[config.mk]
export PLATFORM = sky130hd
export DESIGN_NAME = global_average_pool_core
export DESIGN_NICKNAME = d
export VERILOG_FILES = /design/src/rtl/gap_pkg.sv /design/src/rtl/gap_front.sv /design/src/rtl/gap_queue.sv /design/src/rtl/gap_divider.sv /design/src/rtl/global_average_pool_core.sv
export SDC_FILE = /design/constraint.sdc
export NUM_CORES = 1
export LEC_CHECK = 0
export ABC_AREA = 1
export BUFFER_PORTS_ARGS = -buffer_cell sky130_fd_sc_hd__buf_2
export CAP_MARGIN = 10
export CELL_PAD_IN_SITES_DETAIL_PLACEMENT = 0
export CELL_PAD_IN_SITES_GLOBAL_PLACEMENT = 1
export CORE_MARGIN = 2
export CORE_UTILIZATION = 40
export CTS_CLUSTER_SIZE = 12
export DETAILED_ROUTE_END_ITERATION = 10
export GPL_TIMING_DRIVEN = 0
export PLACE_DENSITY_LB_ADDON = 0.1
export SLEW_MARGIN = 20
export SYNTH_ARGS = -nofsm -noshare
export SYNTH_HDL_FRONTEND = slang
export SYNTH_SLANG_ARGS = --single-unit
[constraint.sdc]
create_clock -name clock -period 20 [get_ports clock]
set_clock_uncertainty 0.05 [all_clocks]
set_input_delay 4 -clock clock [delete_from_list [all_inputs] [get_ports clock]]
set_output_delay 4 -clock clock [all_outputs]
set_load 0.05 [all_outputs]
[src/rtl/gap_pkg.sv]
// ----------------------------------------------------------------------------
// gap_pkg: shared types and constants for global average pooling
// Field widths, size limits, register indexes and the transaction types
// passed between the front end, the plane queue and the divider.
// ----------------------------------------------------------------------------
package gap_pkg;

   localparam int SAMPLE_BITS    = 16;
   localparam int SUM_BITS       = 28;
   localparam int SIDE_BITS      = 7;
   localparam int SIZE_BITS      = 13;
   localparam int CHAN_CFG_BITS  = 13;
   localparam int BATCH_CFG_BITS = 9;
   localparam int CHAN_BITS      = 12;
   localparam int IMG_BITS       = 8;
   localparam int THR_BITS       = 15;

   localparam int MAX_PLANE_SIDE = 64;
   localparam int MAX_CHANNELS   = 4096;
   localparam int MAX_IMAGES     = 256;

   localparam int CSR_INDEX_BITS = 3;
   localparam int CSR_DATA_BITS  = 15;

   localparam int QUEUE_DEPTH    = 2;

   localparam int DIV_STEPS      = SUM_BITS;
   localparam int STEP_BITS      = $clog2(DIV_STEPS);

   localparam int RSP_DATA_BITS  = 40;

   typedef enum logic [CSR_INDEX_BITS-1:0] {
      CSR_PLANE_WIDTH     = 3'd0,
      CSR_PLANE_HEIGHT    = 3'd1,
      CSR_CHANNEL_COUNT   = 3'd2,
      CSR_BATCH_COUNT     = 3'd3,
      CSR_PRUNE_ENABLE    = 3'd4,
      CSR_PRUNE_THRESHOLD = 3'd5
   } csr_index_type;

   typedef enum logic [1:0] {
      DIV_IDLE   = 2'd0,
      DIV_DIVIDE = 2'd1,
      DIV_DONE   = 2'd2
   } div_state_type;

   typedef struct packed {
      logic [SIDE_BITS-1:0]      plane_width;
      logic [SIDE_BITS-1:0]      plane_height;
      logic [CHAN_CFG_BITS-1:0]  channel_count;
      logic [BATCH_CFG_BITS-1:0] batch_count;
      logic                      prune_enable;
      logic [THR_BITS-1:0]       prune_threshold;
   } cfg_type;

   // One finished plane, waiting for its division.
   typedef struct packed {
      logic signed [SUM_BITS-1:0] plane_sum;
      logic [SIZE_BITS-1:0]       plane_size;
      logic [CHAN_BITS-1:0]       channel_index;
      logic [IMG_BITS-1:0]        image_index;
      logic                       last;
      logic                       prune_enable;
      logic [THR_BITS-1:0]        prune_threshold;
   } plane_job_type;

endpackage

[src/rtl/gap_front.sv]
// ----------------------------------------------------------------------------
// gap_front: sample accumulator and plane sequencer
// Add up each plane, track sample, channel and image position, and hand one
// plane job to the queue on the plane's last sample.
// ----------------------------------------------------------------------------
module gap_front (
   input  logic                                clock,
   input  logic                                reset,
   input  gap_pkg::cfg_type                    cfg,
   input  logic                                sample_valid,
   output logic                                sample_ready,
   input  logic signed [gap_pkg::SAMPLE_BITS-1:0] sample,
   output logic                                job_valid,
   input  logic                                job_ready,
   output gap_pkg::plane_job_type              job
);

   logic signed [gap_pkg::SUM_BITS-1:0]  sum_ff, sum_in;
   logic [gap_pkg::SIZE_BITS-1:0]        sample_cnt_ff, sample_cnt_in;
   logic [gap_pkg::CHAN_BITS-1:0]        chan_cnt_ff, chan_cnt_in;
   logic [gap_pkg::IMG_BITS-1:0]         img_cnt_ff, img_cnt_in;

   logic [gap_pkg::SIDE_BITS-1:0]        width_c, height_c;
   logic [gap_pkg::SIZE_BITS-1:0]        plane_size;
   logic [gap_pkg::CHAN_CFG_BITS-1:0]    chans_c;
   logic [gap_pkg::BATCH_CFG_BITS-1:0]   imgs_c;
   logic signed [gap_pkg::SUM_BITS-1:0]  sum_next;
   logic                                 plane_end, last_chan, last_img, accept;

   // Clamp the sizes into their legal ranges (zero acts as one).
   always_comb begin
      if (cfg.plane_width == '0) begin
         width_c = gap_pkg::SIDE_BITS'(1);
      end else if (cfg.plane_width > gap_pkg::SIDE_BITS'(gap_pkg::MAX_PLANE_SIDE)) begin
         width_c = gap_pkg::SIDE_BITS'(gap_pkg::MAX_PLANE_SIDE);
      end else begin
         width_c = cfg.plane_width;
      end
      if (cfg.plane_height == '0) begin
         height_c = gap_pkg::SIDE_BITS'(1);
      end else if (cfg.plane_height > gap_pkg::SIDE_BITS'(gap_pkg::MAX_PLANE_SIDE)) begin
         height_c = gap_pkg::SIDE_BITS'(gap_pkg::MAX_PLANE_SIDE);
      end else begin
         height_c = cfg.plane_height;
      end
      if (cfg.channel_count == '0) begin
         chans_c = gap_pkg::CHAN_CFG_BITS'(1);
      end else if (cfg.channel_count > gap_pkg::CHAN_CFG_BITS'(gap_pkg::MAX_CHANNELS)) begin
         chans_c = gap_pkg::CHAN_CFG_BITS'(gap_pkg::MAX_CHANNELS);
      end else begin
         chans_c = cfg.channel_count;
      end
      if (cfg.batch_count == '0) begin
         imgs_c = gap_pkg::BATCH_CFG_BITS'(1);
      end else if (cfg.batch_count > gap_pkg::BATCH_CFG_BITS'(gap_pkg::MAX_IMAGES)) begin
         imgs_c = gap_pkg::BATCH_CFG_BITS'(gap_pkg::MAX_IMAGES);
      end else begin
         imgs_c = cfg.batch_count;
      end
   end

   assign plane_size = gap_pkg::SIZE_BITS'({6'd0, width_c} * {6'd0, height_c});

   assign plane_end = ({1'b0, sample_cnt_ff} + 14'd1) >= {1'b0, plane_size};
   assign last_chan = ({1'b0, chan_cnt_ff} + 13'd1) >= chans_c;
   assign last_img  = ({1'b0, img_cnt_ff} + 9'd1) >= imgs_c;

   assign sum_next  = sum_ff + gap_pkg::SUM_BITS'(sample);

   // Stall only on a plane's last sample when the queue is full.
   assign sample_ready = job_ready || !plane_end;
   assign accept       = sample_valid && sample_ready;
   assign job_valid    = sample_valid && plane_end;

   always_comb begin
      job.plane_sum       = sum_next;
      job.plane_size      = plane_size;
      job.channel_index   = chan_cnt_ff;
      job.image_index     = img_cnt_ff;
      job.last            = last_chan && last_img;
      job.prune_enable    = cfg.prune_enable;
      job.prune_threshold = cfg.prune_threshold;
   end

   always_comb begin
      sum_in        = sum_ff;
      sample_cnt_in = sample_cnt_ff;
      chan_cnt_in   = chan_cnt_ff;
      img_cnt_in    = img_cnt_ff;
      if (accept) begin
         if (!plane_end) begin
            sum_in        = sum_next;
            sample_cnt_in = sample_cnt_ff + 1'b1;
         end else begin
            sum_in        = '0;
            sample_cnt_in = '0;
            if (last_chan) begin
               chan_cnt_in = '0;
               img_cnt_in  = last_img ? '0 : img_cnt_ff + 1'b1;
            end else begin
               chan_cnt_in = chan_cnt_ff + 1'b1;
            end
         end
      end
   end

   always_ff @(posedge clock) begin
      if (reset) begin
         sum_ff        <= '0;
         sample_cnt_ff <= '0;
         chan_cnt_ff   <= '0;
         img_cnt_ff    <= '0;
      end else begin
         sum_ff        <= sum_in;
         sample_cnt_ff <= sample_cnt_in;
         chan_cnt_ff   <= chan_cnt_in;
         img_cnt_ff    <= img_cnt_in;
      end
   end

endmodule

[src/rtl/gap_queue.sv]
// ----------------------------------------------------------------------------
// gap_queue: short plane job queue
// Decouple the accumulator from the divider so each side stalls on its own.
// ----------------------------------------------------------------------------
module gap_queue #(
   parameter int DEPTH = gap_pkg::QUEUE_DEPTH
) (
   input  logic                   clock,
   input  logic                   reset,
   input  logic                   in_valid,
   output logic                   in_ready,
   input  gap_pkg::plane_job_type in_job,
   output logic                   out_valid,
   input  logic                   out_ready,
   output gap_pkg::plane_job_type out_job
);

   localparam int PTR_BITS = $clog2(DEPTH);
   localparam int CNT_BITS = $clog2(DEPTH + 1);

   gap_pkg::plane_job_type entry_ff [DEPTH];
   logic [PTR_BITS-1:0] wr_ptr_ff, wr_ptr_in;
   logic [PTR_BITS-1:0] rd_ptr_ff, rd_ptr_in;
   logic [CNT_BITS-1:0] count_ff, count_in;
   logic                push, pop;

   assign in_ready  = count_ff != CNT_BITS'(DEPTH);
   assign out_valid = count_ff != '0;
   assign out_job   = entry_ff[rd_ptr_ff];
   assign push      = in_valid && in_ready;
   assign pop       = out_valid && out_ready;

   always_comb begin
      wr_ptr_in = wr_ptr_ff;
      rd_ptr_in = rd_ptr_ff;
      count_in  = count_ff;
      if (push) begin
         wr_ptr_in = (wr_ptr_ff == PTR_BITS'(DEPTH - 1)) ? '0 : wr_ptr_ff + 1'b1;
      end
      if (pop) begin
         rd_ptr_in = (rd_ptr_ff == PTR_BITS'(DEPTH - 1)) ? '0 : rd_ptr_ff + 1'b1;
      end
      if (push && !pop) begin
         count_in = count_ff + 1'b1;
      end else if (pop && !push) begin
         count_in = count_ff - 1'b1;
      end
   end

   always_ff @(posedge clock) begin
      if (reset) begin
         wr_ptr_ff <= '0;
         rd_ptr_ff <= '0;
         count_ff  <= '0;
      end else begin
         wr_ptr_ff <= wr_ptr_in;
         rd_ptr_ff <= rd_ptr_in;
         count_ff  <= count_in;
      end
   end

   always_ff @(posedge clock) begin
      if (push) begin
         entry_ff[wr_ptr_ff] <= in_job;
      end
   end

endmodule

[src/rtl/gap_divider.sv]
// ----------------------------------------------------------------------------
// gap_divider: serial plane-average divider with output register
// Divide the plane sum by the plane size one quotient bit per cycle,
// truncate toward zero, apply pruning and hold the result for the consumer.
// ----------------------------------------------------------------------------
module gap_divider (
   input  logic                                 clock,
   input  logic                                 reset,
   input  logic                                 job_valid,
   output logic                                 job_ready,
   input  gap_pkg::plane_job_type               job,
   output logic                                 rsp_valid,
   input  logic                                 rsp_ready,
   output logic signed [gap_pkg::SAMPLE_BITS-1:0] rsp_average,
   output logic [gap_pkg::CHAN_BITS-1:0]        rsp_channel_index,
   output logic [gap_pkg::IMG_BITS-1:0]         rsp_image_index,
   output logic                                 rsp_last
);

   gap_pkg::div_state_type state_ff, state_in;

   logic [gap_pkg::SUM_BITS-1:0]   dq_ff, dq_in;
   logic [gap_pkg::SIZE_BITS-1:0]  rem_ff, rem_in;
   logic [gap_pkg::STEP_BITS-1:0]  step_ff, step_in;
   logic                           neg_ff;
   logic [gap_pkg::SIZE_BITS-1:0]  divisor_ff;
   logic [gap_pkg::CHAN_BITS-1:0]  chan_ff;
   logic [gap_pkg::IMG_BITS-1:0]   img_ff;
   logic                           last_ff;
   logic                           prune_en_ff;
   logic [gap_pkg::THR_BITS-1:0]   prune_thr_ff;

   logic                           out_valid_ff, out_valid_in;
   logic signed [gap_pkg::SAMPLE_BITS-1:0] out_avg_ff;
   logic [gap_pkg::CHAN_BITS-1:0]  out_chan_ff;
   logic [gap_pkg::IMG_BITS-1:0]   out_img_ff;
   logic                           out_last_ff;

   logic                           load, step_en, out_load;
   logic [gap_pkg::SIZE_BITS:0]    trial, trial_diff;
   logic                           fits;
   logic                           pruned;
   logic [gap_pkg::SAMPLE_BITS-1:0] quot_lo, avg_value;

   // Next state.
   always_comb begin
      state_in = state_ff;
      case (state_ff)
         gap_pkg::DIV_IDLE: begin
            if (job_valid) begin
               state_in = gap_pkg::DIV_DIVIDE;
            end
         end
         gap_pkg::DIV_DIVIDE: begin
            if (step_ff == gap_pkg::STEP_BITS'(gap_pkg::DIV_STEPS - 1)) begin
               state_in = gap_pkg::DIV_DONE;
            end
         end
         gap_pkg::DIV_DONE: begin
            if (!out_valid_ff || rsp_ready) begin
               state_in = gap_pkg::DIV_IDLE;
            end
         end
         default: begin
            state_in = gap_pkg::DIV_IDLE;
         end
      endcase
   end

   // State outputs.
   always_comb begin
      job_ready = 1'b0;
      step_en   = 1'b0;
      out_load  = 1'b0;
      case (state_ff)
         gap_pkg::DIV_IDLE: begin
            job_ready = 1'b1;
         end
         gap_pkg::DIV_DIVIDE: begin
            step_en = 1'b1;
         end
         gap_pkg::DIV_DONE: begin
            out_load = !out_valid_ff || rsp_ready;
         end
         default: begin
            job_ready = 1'b0;
         end
      endcase
   end

   assign load = job_valid && job_ready;

   // One restoring step: shift the next dividend bit into the remainder.
   assign trial      = {rem_ff, dq_ff[gap_pkg::SUM_BITS-1]};
   assign trial_diff = trial - {1'b0, divisor_ff};
   assign fits       = trial >= {1'b0, divisor_ff};

   always_comb begin
      dq_in   = dq_ff;
      rem_in  = rem_ff;
      step_in = step_ff;
      if (load) begin
         dq_in   = job.plane_sum[gap_pkg::SUM_BITS-1] ?
                   gap_pkg::SUM_BITS'(-job.plane_sum) : job.plane_sum;
         rem_in  = '0;
         step_in = '0;
      end else if (step_en) begin
         dq_in   = {dq_ff[gap_pkg::SUM_BITS-2:0], fits};
         rem_in  = fits ? trial_diff[gap_pkg::SIZE_BITS-1:0] : trial[gap_pkg::SIZE_BITS-1:0];
         step_in = step_ff + 1'b1;
      end
   end

   // Prune on the full quotient magnitude, then restore the sign.
   assign pruned    = prune_en_ff && (dq_ff <= gap_pkg::SUM_BITS'(prune_thr_ff));
   assign quot_lo   = dq_ff[gap_pkg::SAMPLE_BITS-1:0];
   assign avg_value = pruned ? '0 : (neg_ff ? -quot_lo : quot_lo);

   always_comb begin
      out_valid_in = out_valid_ff;
      if (out_load) begin
         out_valid_in = 1'b1;
      end else if (rsp_ready) begin
         out_valid_in = 1'b0;
      end
   end

   always_ff @(posedge clock) begin
      if (reset) begin
         state_ff     <= gap_pkg::DIV_IDLE;
         out_valid_ff <= 1'b0;
      end else begin
         state_ff     <= state_in;
         out_valid_ff <= out_valid_in;
      end
   end

   always_ff @(posedge clock) begin
      dq_ff   <= dq_in;
      rem_ff  <= rem_in;
      step_ff <= step_in;
      if (load) begin
         neg_ff       <= job.plane_sum[gap_pkg::SUM_BITS-1];
         divisor_ff   <= job.plane_size;
         chan_ff      <= job.channel_index;
         img_ff       <= job.image_index;
         last_ff      <= job.last;
         prune_en_ff  <= job.prune_enable;
         prune_thr_ff <= job.prune_threshold;
      end
      if (out_load) begin
         out_avg_ff  <= avg_value;
         out_chan_ff <= chan_ff;
         out_img_ff  <= img_ff;
         out_last_ff <= last_ff;
      end
   end

   assign rsp_valid         = out_valid_ff;
   assign rsp_average       = out_avg_ff;
   assign rsp_channel_index = out_chan_ff;
   assign rsp_image_index   = out_img_ff;
   assign rsp_last          = out_last_ff;

endmodule

[src/rtl/global_average_pool_core.sv]
// ----------------------------------------------------------------------------
// global_average_pool_core: global average pooling over Q8.8 sample streams
// Throughput: one sample per cycle, but a plane's last sample stalls while the
// queue is full; the serial divider takes one plane at a time (28 quotient
// steps plus load and hand-off), and its result is registered.
// Reset: synchronous; clears counters, sum, queue and divider, and loads the
// register defaults (7x7 plane, one channel, one image, pruning off).
// ----------------------------------------------------------------------------
module global_average_pool_core #(
   parameter int QUEUE_DEPTH = gap_pkg::QUEUE_DEPTH
) (
   input  logic                                clock,
   input  logic                                reset,
   // Sample stream in.
   input  logic                                req_tvalid,
   output logic                                req_tready,
   input  logic [gap_pkg::SAMPLE_BITS-1:0]     req_tdata,   // [15:0] sample
   // Average stream out.
   output logic                                rsp_tvalid,
   input  logic                                rsp_tready,
   // [15:0] average, [27:16] channel_index, [35:28] image_index, [39:36] zero
   output logic [gap_pkg::RSP_DATA_BITS-1:0]   rsp_tdata,
   output logic                                rsp_tlast,   // last average of batch
   // Register write port.
   input  logic                                csr_we,
   input  logic [gap_pkg::CSR_INDEX_BITS-1:0]  csr_index,
   input  logic [gap_pkg::CSR_DATA_BITS-1:0]   csr_wdata
);

   gap_pkg::cfg_type       cfg_ff, cfg_in;
   gap_pkg::plane_job_type front_job, queue_job;
   logic                   front_job_valid, front_job_ready;
   logic                   queue_job_valid, queue_job_ready;

   logic signed [gap_pkg::SAMPLE_BITS-1:0] rsp_average;
   logic [gap_pkg::CHAN_BITS-1:0]          rsp_channel_index;
   logic [gap_pkg::IMG_BITS-1:0]           rsp_image_index;

   // Register writes: truncate the data to each register's width; drop
   // writes to indexes outside the register list.
   always_comb begin
      cfg_in = cfg_ff;
      if (csr_we) begin
         case (gap_pkg::csr_index_type'(csr_index))
            gap_pkg::CSR_PLANE_WIDTH: begin
               cfg_in.plane_width = csr_wdata[gap_pkg::SIDE_BITS-1:0];
            end
            gap_pkg::CSR_PLANE_HEIGHT: begin
               cfg_in.plane_height = csr_wdata[gap_pkg::SIDE_BITS-1:0];
            end
            gap_pkg::CSR_CHANNEL_COUNT: begin
               cfg_in.channel_count = csr_wdata[gap_pkg::CHAN_CFG_BITS-1:0];
            end
            gap_pkg::CSR_BATCH_COUNT: begin
               cfg_in.batch_count = csr_wdata[gap_pkg::BATCH_CFG_BITS-1:0];
            end
            gap_pkg::CSR_PRUNE_ENABLE: begin
               cfg_in.prune_enable = csr_wdata[0];
            end
            gap_pkg::CSR_PRUNE_THRESHOLD: begin
               cfg_in.prune_threshold = csr_wdata[gap_pkg::THR_BITS-1:0];
            end
            default: begin
               cfg_in = cfg_ff;
            end
         endcase
      end
   end

   always_ff @(posedge clock) begin
      if (reset) begin
         cfg_ff.plane_width     <= gap_pkg::SIDE_BITS'(7);
         cfg_ff.plane_height    <= gap_pkg::SIDE_BITS'(7);
         cfg_ff.channel_count   <= gap_pkg::CHAN_CFG_BITS'(1);
         cfg_ff.batch_count     <= gap_pkg::BATCH_CFG_BITS'(1);
         cfg_ff.prune_enable    <= 1'b0;
         cfg_ff.prune_threshold <= '0;
      end else begin
         cfg_ff <= cfg_in;
      end
   end

   // Front end: accumulate samples, emit one job per finished plane.
   gap_front u_front (
      .clock        (clock),
      .reset        (reset),
      .cfg          (cfg_ff),
      .sample_valid (req_tvalid),
      .sample_ready (req_tready),
      .sample       (req_tdata),
      .job_valid    (front_job_valid),
      .job_ready    (front_job_ready),
      .job          (front_job)
   );

   // Hold finished planes while the divider is busy.
   gap_queue #(
      .DEPTH (QUEUE_DEPTH)
   ) u_queue (
      .clock     (clock),
      .reset     (reset),
      .in_valid  (front_job_valid),
      .in_ready  (front_job_ready),
      .in_job    (front_job),
      .out_valid (queue_job_valid),
      .out_ready (queue_job_ready),
      .out_job   (queue_job)
   );

   // Back end: divide, prune, register the result transaction.
   gap_divider u_divider (
      .clock             (clock),
      .reset             (reset),
      .job_valid         (queue_job_valid),
      .job_ready         (queue_job_ready),
      .job               (queue_job),
      .rsp_valid         (rsp_tvalid),
      .rsp_ready         (rsp_tready),
      .rsp_average       (rsp_average),
      .rsp_channel_index (rsp_channel_index),
      .rsp_image_index   (rsp_image_index),
      .rsp_last          (rsp_tlast)
   );

   // Pack the result fields, lowest field first, padded to whole bytes.
   assign rsp_tdata = {4'd0, rsp_image_index, rsp_channel_index, rsp_average};

endmodule
After elaboration in Yosys (flattened, before gate mapping)

Memories as Yosys holds them, arrays and structs flattened. A register that Yosys moved wholly into a read port is not among the register bits.
Cells that the tools add are included.

Magnitude comparators: 9
Muxes and demuxes: 34
Reductions and logical operators: 33
Add/sub/neg operators: 15
Equal/unequal tests: 12
$mul: 1

Operator list:

| cell                                                   | count |
|---|---|
| 2-to-1 mux 28 bit                                      | 4 |
| 2-to-1 mux 13 bit                                      | 4 |
| adder 28 x 16 -> 28 bit                                | 1 |
| >= comparator 14 x 13 -> 1 bit                         | 2 |
| less-or-equal comparator 28 x 15 -> 1 bit              | 1 |
| 2-to-1 mux 7 bit                                       | 4 |
| negator 28 bit                                         | 1 |
| 2-to-1 mux 9 bit                                       | 2 |
| 2-to-1 mux 16 bit                                      | 1 |
| negator 16 bit                                         | 1 |
| adder 13 x 1 -> 14 bit (second input constant)         | 1 |
| greater-than comparator 7 bit (second input constant)  | 2 |
| zero test 7 bit                                        | 2 |
| AND reduction 2 bit                                    | 7 |
| adder 12 x 1 -> 13 bit (second input constant)         | 1 |
| adder 13 x 1 -> 13 bit (second input constant)         | 1 |
| >= comparator 13 bit                                   | 1 |
| greater-than comparator 13 bit (second input constant) | 1 |
| zero test 13 bit                                       | 1 |
| multiplier 7 x 7 -> 13 bit                             | 1 |
| subtractor 13 bit                                      | 1 |
| adder 12 x 1 -> 12 bit (second input constant)         | 1 |
| 2-to-1 mux 12 bit                                      | 1 |
| 2-to-1 mux 1 bit                                       | 11 |
| 27 further kinds                                       | 51 |

Register bits: 254
Input bits: 39
Memories kept: 1
Memory bits (writable): 156
Word-level logic and storage cells: 134
Output and inout port bits: 43

Memory list:

| memory           | words | bits a word | rd ports | clocked after Yosys merged registers in | write ports | line            | RTL |
|---|---|---|---|---|---|---|---|
| u_queue.entry_ff | 2     | 78          | 1        | 1                                       | 1           | gap_queue.sv:21 | `gap_pkg::plane_job_type entry_ff [DEPTH];` |

Depth between registers and ports, before layout

Gate-level depths: netlist of run 1.

Word-level depth: 11
Depth in mapped cells: 39
Mapped depth without buffers: 38

Cells and area by module

A second synthesis of run 1 with hierarchy kept.

Cell total of the unflattened synthesis: 2563
Area total of the unflattened synthesis: 22910.7 µm²

Modules (own cells, without submodules):

| module                   | area an instance (µm²) | cells each | times used | seq. area each (µm²) |
|---|---|---|---|---|
| gap_front                | 7482.2                 | 1156       | 1          | 1221.2 |
| gap_divider              | 7334.5                 | 816        | 1          | 3903.7 |
| gap_queue                | 5947.0                 | 280        | 1          | 4784.6 |
| global_average_pool_core | 2147.1                 | 311        | 1          | 1041.0 |

Worst setup path before layout of run 1

OpenSTA, ideal clock, no wires.

Path kind: flip-flop to output port
Start: register cfg_ff[48] in the netlist's numbering
End: output port req_tready
Arrival time: 5562 ps
Buffers on the path: 0
Path slack: 10388 ps
Cell stages (with the launch flop): 30
Data required time: 15950 ps
Cells stage by stage: dfxtp_1 nor4_1 nand3_1 nand2_1 o21ai_0 inv_1 nand2_1 fa_1 fa_1 inv_1 fa_1 inv_1 fa_1 inv_1 ha_1 nand2_1 o21ai_0 a21oi_1 nor2_1 o22ai_1 xor2_1 inv_1 ha_1 nand2_1 inv_1 nand2_1 nand2_1 a21oi_1 nand2_1 nand2_1

RTL lines:

| what                   | line                           | RTL |
|---|---|---|
| start, declared        | global_average_pool_core.sv:30 | `gap_pkg::cfg_type cfg_ff, cfg_in;` |
| start signal, assigned | global_average_pool_core.sv:79 | `cfg_ff <= cfg_in;` |
| end, declared          | global_average_pool_core.sv:16 | `output logic req_tready,` |

==> run summary, run 1 <==
Status: completed
Post-synthesis area per instance: 8.75 um2
Initial DRC Count: 933
# port buffers: 77
Antenna violations before repair: 0
Arrival time worst endpoint: 7.23 ns
Fin nets: 2870
Area added between synthesis and finish: 13.6%
Final WL: 56.1 mm
H-tree depth: 2
Worst Tran Pin Value: 1.04 ns
FF-to-FF setup slack: 11.78 ns
#FFs+latches synth: 411
Leading post-synthesis cells by cell area: edfxtp_1, dfxtp_1, nand2_1
Leak: 11.1 nW
Crit path top cell by count: nand2_1
Slew Limit Headroom: 30.5%
CP max stage delay: 0.56 ns
Crit path required time: 15.95 ns
Initial Utilization: 40.4%
First-pass GRT wire length: 89.6 mm
Period minus WS final: 11.28 ns
CP endpoint: req_tready
Critical Path Source Type: register
Via-to-Cell Ratio: 4.83
Crit path max-delay family: adder cells
Post-DP HPWL: 42.7 mm
Worst Setup SP: cfg_ff[48]
Die Width: 240 um
Final Slew Violations: 0
Ys flop type: edfxtp_1
Slowest CP cell: fa_1
Buf/Inv on CP: 7
Crit end category: primary output
Routability Congestion: 0.829
Synth unique cells: 48
Num CTS Buffers: 46
Synth area leader: edfxtp_1
Clk sinks: 411
Reg2Reg Launch Point: cfg_ff[48]
Final TNS setup: 0 ns
Worst-Skew Late Latency: 0.60 ns
Final count of negative-setup-slack endpoints: 0
Post-Synthesis Cell Area: 22200 um2
CP Max Fanout: 6
Row cnt: 86
Cts hold-fix bufs: 0
Clock Tree Root: clkbuf_16
Period utilization: 56.4%
Diodes inserted: 0
Clock slew at reported path FFs: 0.06 ns
Core footprint: 55000 um2
Largest net degree at the start of global routing: 37
Final ANT Viol Nets: 0
WL/cell: 16.2 um
Grt ovf: 0
Total GRT Usage: 20.0%
Sequential share of the synthesized area: 49.3%
Peak VDD IR: 0.0641 mV
Power per cell area: 117 nW/um2
Vias: 16.7k
HP Class: reg2reg
Final Hold Viols: 0
RR Endpoint: u_queue.entry_ff[0][56]
Critical Path Stages: 30
Hold Slack: 0.364 ns
Vias in the first global route: 16.4k
EDFF count, synth: 272
Die height: 240 um
Top cell type's share of synthesized area: 36.7%
CTS Buffer Depth: 3
Critical path class: reg2out
Synth warn: 0
Layout cells sized above 1: 10.1%
# IOs: 82
Ys async rst share: 0%
Fmax: 88.7 MHz
Number of max-cap violations: 0
Resized Gates After CTS: 0
R2R cell count: 32
CTS tree: done
RSZ-0062 raised after global routing: no
Die area: 57500 um2
Drt drc: 0
1st-pass router iterations: 5
Cells after synthesis: 2540
Post CTS Setup Buffer Count: 0
==> how the worst min path moves through the flow <==
| stage | start | to | slack, ns | cells past startpoint |
|---|---|---|---|---|
| global placement | u_divider.chan_ff[1] | u_divider.rsp_channel_index[1] | 0.35 | 0 |
| CTS | u_divider.chan_ff[0] | u_divider.rsp_channel_index[0] | 0.36 | 0 |
| floorplan | u_divider.chan_ff[0] | u_divider.rsp_channel_index[0] | 0.35 | 0 |
| finish | u_divider.chan_ff[0] | u_divider.rsp_channel_index[0] | 0.36 | 0 |
| global route | u_divider.chan_ff[0] | u_divider.rsp_channel_index[0] | 0.36 | 0 |
| detailed placement | u_divider.chan_ff[6] | u_divider.rsp_channel_index[6] | 0.35 | 0 |
==> cell usage after synthesis (8+ instances only) <==
master / instances
inv_1: 331
xnor2_1: 18
fa_1: 25
o21ai_1: 22
nor3_1: 18
clkbuf_1: 27
buf_2: 15
o21ai_2: 10
nand4_1: 29
nand3_1: 101
nand2_1: 653
nor4_1: 9
ha_1: 127
a21oi_1: 137
o211ai_1: 8
mux2_2: 50
nor2_1: 300
nand3b_1: 8
o21ai_0: 103
edfxtp_1: 272
xor2_1: 65
buf_4: 10
dfxtp_1: 139
==> worst reg2reg max path, delay by kind of cell (launching register included) <==
kind	cells	cell delay, ns
XOR/XNOR	1	0.40
flip-flops	1	0.34
AND/OR/NAND/NOR	12	2.22
buffers and inverters	9	1.37
AO/OA/AOI/OAI	4	0.76
adder cells (fa/ha/maj)	6	2.78
==> metal layers <==
layer / routed length, um / track usage [%]
met1: 27800 / 28.7
met2: 25500 / 32.4
met3: 1960 / 2.63
met4: 831 / 4.09
met5: 0 / 0
==> cell usage in the layout (no fill, tap or decap), types with 4 or more instances in the layout <==
master	n
buf_4	15
conb_1	4
o22ai_1	4
nor3_1	17
buf_6	7
ha_1	127
dfxtp_1	139
nand4_1	29
a31oi_1	6
o21ai_0	103
nor4_1	9
o211ai_1	8
o21ai_2	10
nor2_2	4
nand3_1	101
nand2_1	653
xnor2_1	18
o21ai_1	22
edfxtp_1	272
nor2_1	298
inv_1	330
clkbuf_1	45
xor2_1	65
buf_2	91
inv_2	6
o21a_1	4
clkinv_2	8
clkinv_1	5
fa_1	25
nand3b_1	8
clkbuf_16	46
mux2_2	50
or2_2	4
buf_12	6
a21oi_1	137
==> flip-flops by register name, summed over array words and instances, names as in the netlist, 2 cells and up, named ones only <==
register / count
u_queue.entry_ff: 156
u_divider.rem_ff: 13
u_divider.rsp_channel_index: 12
u_queue.count_ff: 2
u_divider.rsp_average: 16
u_front.sum_ff: 28
cfg_ff: 52
u_front.sample_cnt_ff: 13
u_divider.prune_thr_ff: 15
u_front.chan_cnt_ff: 12
u_divider.chan_ff: 12
u_divider.step_ff: 5
u_divider.dq_ff: 28
u_divider.img_ff: 8
u_front.img_cnt_ff: 8
u_divider.state_ff: 2
u_divider.rsp_image_index: 8
u_divider.divisor_ff: 13
==> metrics by stage <==
step | setup WS [ns] | std cells | util (%) | instance area [um2] | power (W)
after floorplan | 10.39 | 2543 | - | 22200 | 0.00186
final | 8.72 | 3465 | 45.9 | 25200 | 0.00296
after global routing | 8.10 | 3465 | 45.9 | 25200 | 0.00318
after CTS | 8.62 | 3465 | 45.9 | 25200 | 0.00300
after detailed placement | 9.29 | 3379 | 43.2 | 23800 | 0.00216
after global placement | 7.22 | 3368 | 42.8 | 23600 | 0.00214
==> where the power goes <==
part / switching, W / internal [W] / total [W]
Clock: 0.000355 / 0.000469 / 0.000824
Sequential: 0.0000744 / 0.00110 / 0.00117
Combinational: 0.000636 / 0.000330 / 0.000965
Total: 0.00106 / 0.00190 / 0.00296
==> layout make-up <==
class | count | area, um2
Fill cell | 5379 | 29700
Timing Repair Buffer | 88 | 571
Buffer | 60 | 353
Inverter | 341 | 1280
Clock buffer | 67 | 1260
Sequential cell | 411 | 11000
Multi-Input combinational cell | 1731 | 9680
Clock inverter | 19 | 213
Tap cell | 748 | 936
==> logic make-up (layout without fill, tap and decap cells) <==
kind of cell,Yosys count,in the layout,synth area share (%)
AND/OR/NAND/NOR,1137,1137,20.7
flip-flops,411,411,49.3
buffers and inverters,401,575,7.33
AO/OA/AOI/OAI,304,304,7.38
adder cells (fa/ha/maj),152,152,9.40
XOR/XNOR,84,84,3.34
multiplexers,50,50,2.53
other,1,4,0.0169
Power figures use the tool's default switching activity.
==> inputs of run 2 (changes only) <==
==> constraint.sdc (replaced) <==
create_clock -name clock -period 9.4 [get_ports clock]
set_clock_uncertainty 0.05 [all_clocks]
set_input_delay 1.88 -clock clock [delete_from_list [all_inputs] [get_ports clock]]
set_output_delay 1.88 -clock clock [all_outputs]
set_load 0.05 [all_outputs]
==> run summary, run 2 (same netlist as run 1, synthesis figures left out) <==
Power per cell area: 250 nW/um2 (was 117 nW/um2)
Critical Path Source Type: register (unchanged)
FF-to-FF setup slack: 1.64 ns (was 11.78 ns)
Slowest CP cell: fa_1 (unchanged)
HP Class: reg2reg (unchanged)
Max FFs per register: 156 (unchanged)
Period minus WS final: 8.77 ns
Fmax: 114 MHz
Final count of negative-setup-slack endpoints: 0 (unchanged)
# IOs: 82 (unchanged)
CTS tree: done (unchanged)
Critical path class: reg2out (unchanged)
Initial DRC Count: 874 (was 933)
Peak VDD IR: 0.136 mV (was 0.0641 mV)
Worst Tran Pin Value: 1.04 ns (about the same)
Hold Slack: 0.366 ns (was 0.364 ns)
Reg with most FFs: u_queue.entry_ff (unchanged)
CP max stage delay: 0.56 ns (about the same)
Die area: 57500 um2 (unchanged)
Slew Limit Headroom: 30.8% (was 30.5%)
Clock Tree Root: clkbuf_16 (unchanged)
Post-DP HPWL: 42.7 mm (unchanged)
Die Width: 240 um (unchanged)
Final Slew Violations: 0 (unchanged)
Clk sinks: 411 (unchanged)
Post-route cell area: 25300 um2 (was 25200 um2)
Initial Utilization: 40.4% (unchanged)
Final Hold Viols: 0 (unchanged)
WL/cell: 16.2 um (about the same)
Num CTS Buffers: 46 (unchanged)
Layout cells sized above 1: 10.3% (was 10.1%)
Commonest non-fill, non-tap cell in the layout: nand2_1 (unchanged)
Largest net degree at the start of global routing: 37 (unchanged)
H-tree depth: 2 (unchanged)
Core footprint: 55000 um2 (unchanged)
Vias in the first global route: 16.4k (unchanged)
Leak: 11.2 nW (was 11.1 nW)
Period utilization: 93.3%
Die height: 240 um (unchanged)
Crit end category: primary output (unchanged)
First-pass GRT wire length: 89.6 mm (unchanged)
Crit path required time: 7.47 ns (was 15.95 ns)
Fin nets: 2871 (was 2870)
Area added between synthesis and finish: 13.7% (was 13.6%)
Status: completed (unchanged)
# port buffers: 77 (unchanged)
Final ANT Viol Nets: 0 (unchanged)
Crit path top cell by count: nand2_1 (unchanged)
CP Max Fanout: 6 (unchanged)
Number of max-cap violations: 0 (unchanged)
Row cnt: 86 (unchanged)
1st-pass router iterations: 6 (was 5)
Final TNS setup: 0 ns (unchanged)
Vias: 16.8k (was 16.7k)
Drt drc: 0 (unchanged)
Antenna violations before repair: 0 (unchanged)
Final WL: 56.1 mm (about the same)
Biggest regs: u_queue.entry_ff (156), cfg_ff (52) (unchanged)
Worst-Skew Late Latency: 0.60 ns (about the same)
Grt ovf: 0 (unchanged)
Clock slew at reported path FFs: 0.06 ns (about the same)
Routability Congestion: 0.829 (unchanged)
CTS Buffer Depth: 3 (unchanged)
Commonest cells after routing, fill and taps aside: nand2_1, inv_1, nor2_1, edfxtp_1, dfxtp_1 (unchanged)
Total GRT Usage: 20.0% (unchanged)
Arrival time worst endpoint: 6.84 ns (was 7.23 ns)
Via-to-Cell Ratio: 4.84 (was 4.83)
Placed Area: 23800 um2 (unchanged)
Diodes inserted: 0 (unchanged)
run 2: worst max-delay path, delay by kind of cell, from the launching register on:
family | cells | cell delay [ns]
and+or+nand+nor | 14 | 1.47
adders and majority gates | 6 | 2.79
AOI/OAI and AO/OA | 4 | 0.72
xor gates and xnor gates | 1 | 0.30
DFF | 1 | 0.34
buffers and inverters | 6 | 0.61
run 2: worst paths after layout:
check                             from                        endpoint  cells after the start
hold reg to reg   u_divider.chan_ff[0]  u_divider.rsp_channel_index[0]                      0
setup / recovery            cfg_ff[48]                      req_tready                     31
setup reg to reg            cfg_ff[48]         u_queue.entry_ff[0][56]                     32
hold / removal    u_divider.chan_ff[0]  u_divider.rsp_channel_index[0]                      0
run 2: layout make-up:
class	instances	area, um2
inverter	341	1280
fill	5377	29700
clock buffer	67	1260
sequential	411	11000
tap	748	936
multi-input combinational	1731	9690
buffer	60	353
timing repair buffer	89	578
clock inverter	19	213
run 2: power by group:
part / internal, W / switching [W]
Clock: 0.000998 / 0.000755
Sequential: 0.00234 / 0.000160
Combinational: 0.000702 / 0.00136
Total: 0.00404 / 0.00227
run 2: timing repair:
item                       CTS  global route
setup endpoints to repair    0             1
hold buffers                 0             0
resized for setup            0             4
buffers inserted             0             1
run 2: metrics by stage:
step / setup slack (ns) / std cells / power [W] / utilization [%]
3_3_place_gp: -3.38 / 3368 / 0.00455 / 42.8
5_1_grt: -0.00205 / 3466 / 0.00676 / 45.9
6_report: 0.629 / 3466 / 0.00631 / 45.9
4_1_cts: 0.144 / 3465 / 0.00638 / 45.9
2_1_floorplan: 0.0911 / 2543 / 0.00397 / -
3_5_place_dp: 0.811 / 3379 / 0.00460 / 43.2
run 2: layer usage:
metal | wire length, um | up-vias | share of wire, % | GRT usage (%)
met4 | 831 | 0 | 1.5 | 4.09
li1 | - | 8592 | - | -
met1 | 27700 | 7910 | 49 | 28.7
met2 | 25500 | 232 | 46 | 32.4
met5 | 0 | - | 0 | 0
met3 | 2000 | 55 | 3.6 | 2.63
==> inputs of run 3 (changes only) <==
--- a/config.mk
+++ b/config.mk
@@ -10,7 +10,6 @@
 export CAP_MARGIN = 10
 export CELL_PAD_IN_SITES_DETAIL_PLACEMENT = 0
 export CELL_PAD_IN_SITES_GLOBAL_PLACEMENT = 1
-export CORE_MARGIN = 2
 export CORE_UTILIZATION = 40
 export CTS_CLUSTER_SIZE = 12
 export DETAILED_ROUTE_END_ITERATION = 10
==> run summary, run 3 (same netlist as run 1, synthesis figures left out) <==
Status: completed (unchanged)
Area added between synthesis and finish: 14.1% (was 13.7%)
Final Hold Viols: 0 (unchanged)
Resized Gates After CTS: 0 (unchanged)
Total GRT Usage: 20.0% (about the same)
CTS tree: done (unchanged)
Filler cells: 5434 (was 5377)
Antenna violations before repair: 1 (was 0)
Layout cells sized above 1: 10.3% (about the same)
CP max stage delay: 0.55 ns (was 0.56 ns)
Hold Slack: 0.366 ns (about the same)
Worst-Skew Late Latency: 0.60 ns (about the same)
Commonest non-fill, non-tap cell in the layout: nand2_1 (unchanged)
Post CTS Setup Buffer Count: 0 (unchanged)
RSZ-0062 raised after global routing: no
Number of max-cap violations: 0 (unchanged)
Die area: 56500 um2 (was 57500 um2)
Routability Congestion: 0.873 (was 0.829)
Peak VDD IR: 0.138 mV (was 0.136 mV)
Final Util: 46.1% (was 45.9%)
Fin nets: 2872 (was 2871)
Initial DRC Count: 814 (was 874)
Final WL: 55.7 mm (was 56.1 mm)
Clock slew at reported path FFs: 0.06 ns (about the same)
Final ANT Viol Nets: 0 (unchanged)
Slowest CP cell: fa_1 (unchanged)
Commonest cells after routing, fill and taps aside: nand2_1, inv_1, nor2_1, edfxtp_1, dfxtp_1 (unchanged)
Final Slew Violations: 0 (unchanged)
HP Class: reg2reg (unchanged)
Vias: 16.7k (was 16.8k)
Worst Tran Pin Value: 0.966 ns (was 1.04 ns)
Critical Path Source Type: register (unchanged)
Grt ovf: 0 (unchanged)
Drt drc: 0 (unchanged)
Largest net degree at the start of global routing: 35 (was 37)
Arrival time worst endpoint: 6.93 ns (was 6.84 ns)
Period utilization: 94.2% (was 93.3%)
Clk sinks: 411 (unchanged)
Cts hold-fix bufs: 0 (unchanged)
Power per cell area: 249 nW/um2 (was 250 nW/um2)
Crit path top cell by count: nand2_1 (unchanged)
Die height: 238 um (was 240 um)
Post-place setup slack: 0.847 ns (was 0.811 ns)
Post-DP HPWL: 42.9 mm (was 42.7 mm)
Setup WS post-layout: 0.541 ns (was 0.629 ns)
Final TNS setup: 0 ns (unchanged)
Placed Area: 23800 um2 (about the same)
CTS Buffer Depth: 3 (unchanged)
Reg with most FFs: u_queue.entry_ff (unchanged)
Initial Utilization: 40.4% (unchanged)
Clock Tree Root: clkbuf_16 (unchanged)
Final count of negative-setup-slack endpoints: 0 (unchanged)
First-pass GRT wire length: 88.0 mm (was 89.6 mm)
Leak: 11.2 nW (about the same)
Critical path class: reg2out (unchanged)
Core footprint: 55000 um2 (unchanged)
Crit path required time: 7.47 ns (about the same)
Row cnt: 86 (unchanged)
Biggest regs: u_queue.entry_ff (156), cfg_ff (52) (unchanged)
1st-pass router iterations: 5 (was 6)
Via-to-Cell Ratio: 4.83 (was 4.84)
# port buffers: 77 (unchanged)
Die Width: 238 um (was 240 um)
Vias in the first global route: 16.1k (was 16.4k)
Diodes inserted: 0 (unchanged)
WL/cell: 16.1 um (was 16.2 um)
Post-route cell area: 25400 um2 (was 25300 um2)
Crit end category: primary output (unchanged)
Fmax: 113 MHz (was 114 MHz)
H-tree depth: 2 (unchanged)
Slew Limit Headroom: 35.6% (was 30.8%)
CP Max Fanout: 4 (was 6)
Num CTS Buffers: 46 (unchanged)
Period minus WS final: 8.86 ns (was 8.77 ns)
Max FFs per register: 156 (unchanged)
# IOs: 82 (unchanged)
-- run 3: critical path: cells and delay by family, from the launching register on --
family | cells | cell delay [ns]
flops | 1 | 0.34
simple gates | 12 | 1.61
compound gates | 4 | 0.72
fa+ha+maj | 6 | 2.73
buf+inv | 7 | 0.60
xor+xnor | 1 | 0.30
-- run 3: per-stage QoR --
step | std cells | total power [W]
floorplan | 2543 | 0.00397
global placement | 3368 | 0.00455
detailed placement | 3381 | 0.00460
CTS | 3467 | 0.00639
global route | 3467 | 0.00674
finish | 3467 | 0.00632
-- run 3: final timing paths --
| check | start | to | slack, ns | depth (start not counted) |
|---|---|---|---|---|
| max | cfg_ff[48] | req_tready | 0.54 | 30 |
| max reg2reg | cfg_ff[48] | u_queue.entry_ff[0][54] | 1.73 | 32 |
| min | u_divider.img_ff[1] | u_divider.rsp_image_index[1] | 0.37 | 0 |
| min reg2reg | u_divider.img_ff[1] | u_divider.rsp_image_index[1] | 0.37 | 0 |
-- run 3: layout make-up --
class | instances | area [um2] | share of cell area (%)
plain buffers | 60 | 353 | 1.39
clock buffers | 65 | 1270 | 5.02
clock inverters | 21 | 216 | 0.854
inverters | 341 | 1280 | 5.05
multi-input cells | 1731 | 9700 | 38.3
flip-flops and latches | 411 | 11000 | 43.2
well taps | 748 | 936 | 3.69
repair buffers | 90 | 643 | 2.54
-- run 3: power by group --
group | total [W] | switching [W] | leakage, nW | internal, W
logic | 0.00206 | 0.00136 | 6.86 | 0.000704
clock network | 0.00176 | 0.000749 | 0.723 | 0.00101
registers | 0.00250 | 0.000159 | 3.61 | 0.00234
total | 0.00632 | 0.00227 | 11.2 | 0.00405
-- run 3: routing by layer --
metal	up-vias	track usage (%)	wire length [um]
li1	8608	-	-
met1	7858	28.5	27700
met2	209	32.3	25200
met3	64	2.55	1750
met4	0	4.67	1060
met5	-	0	0
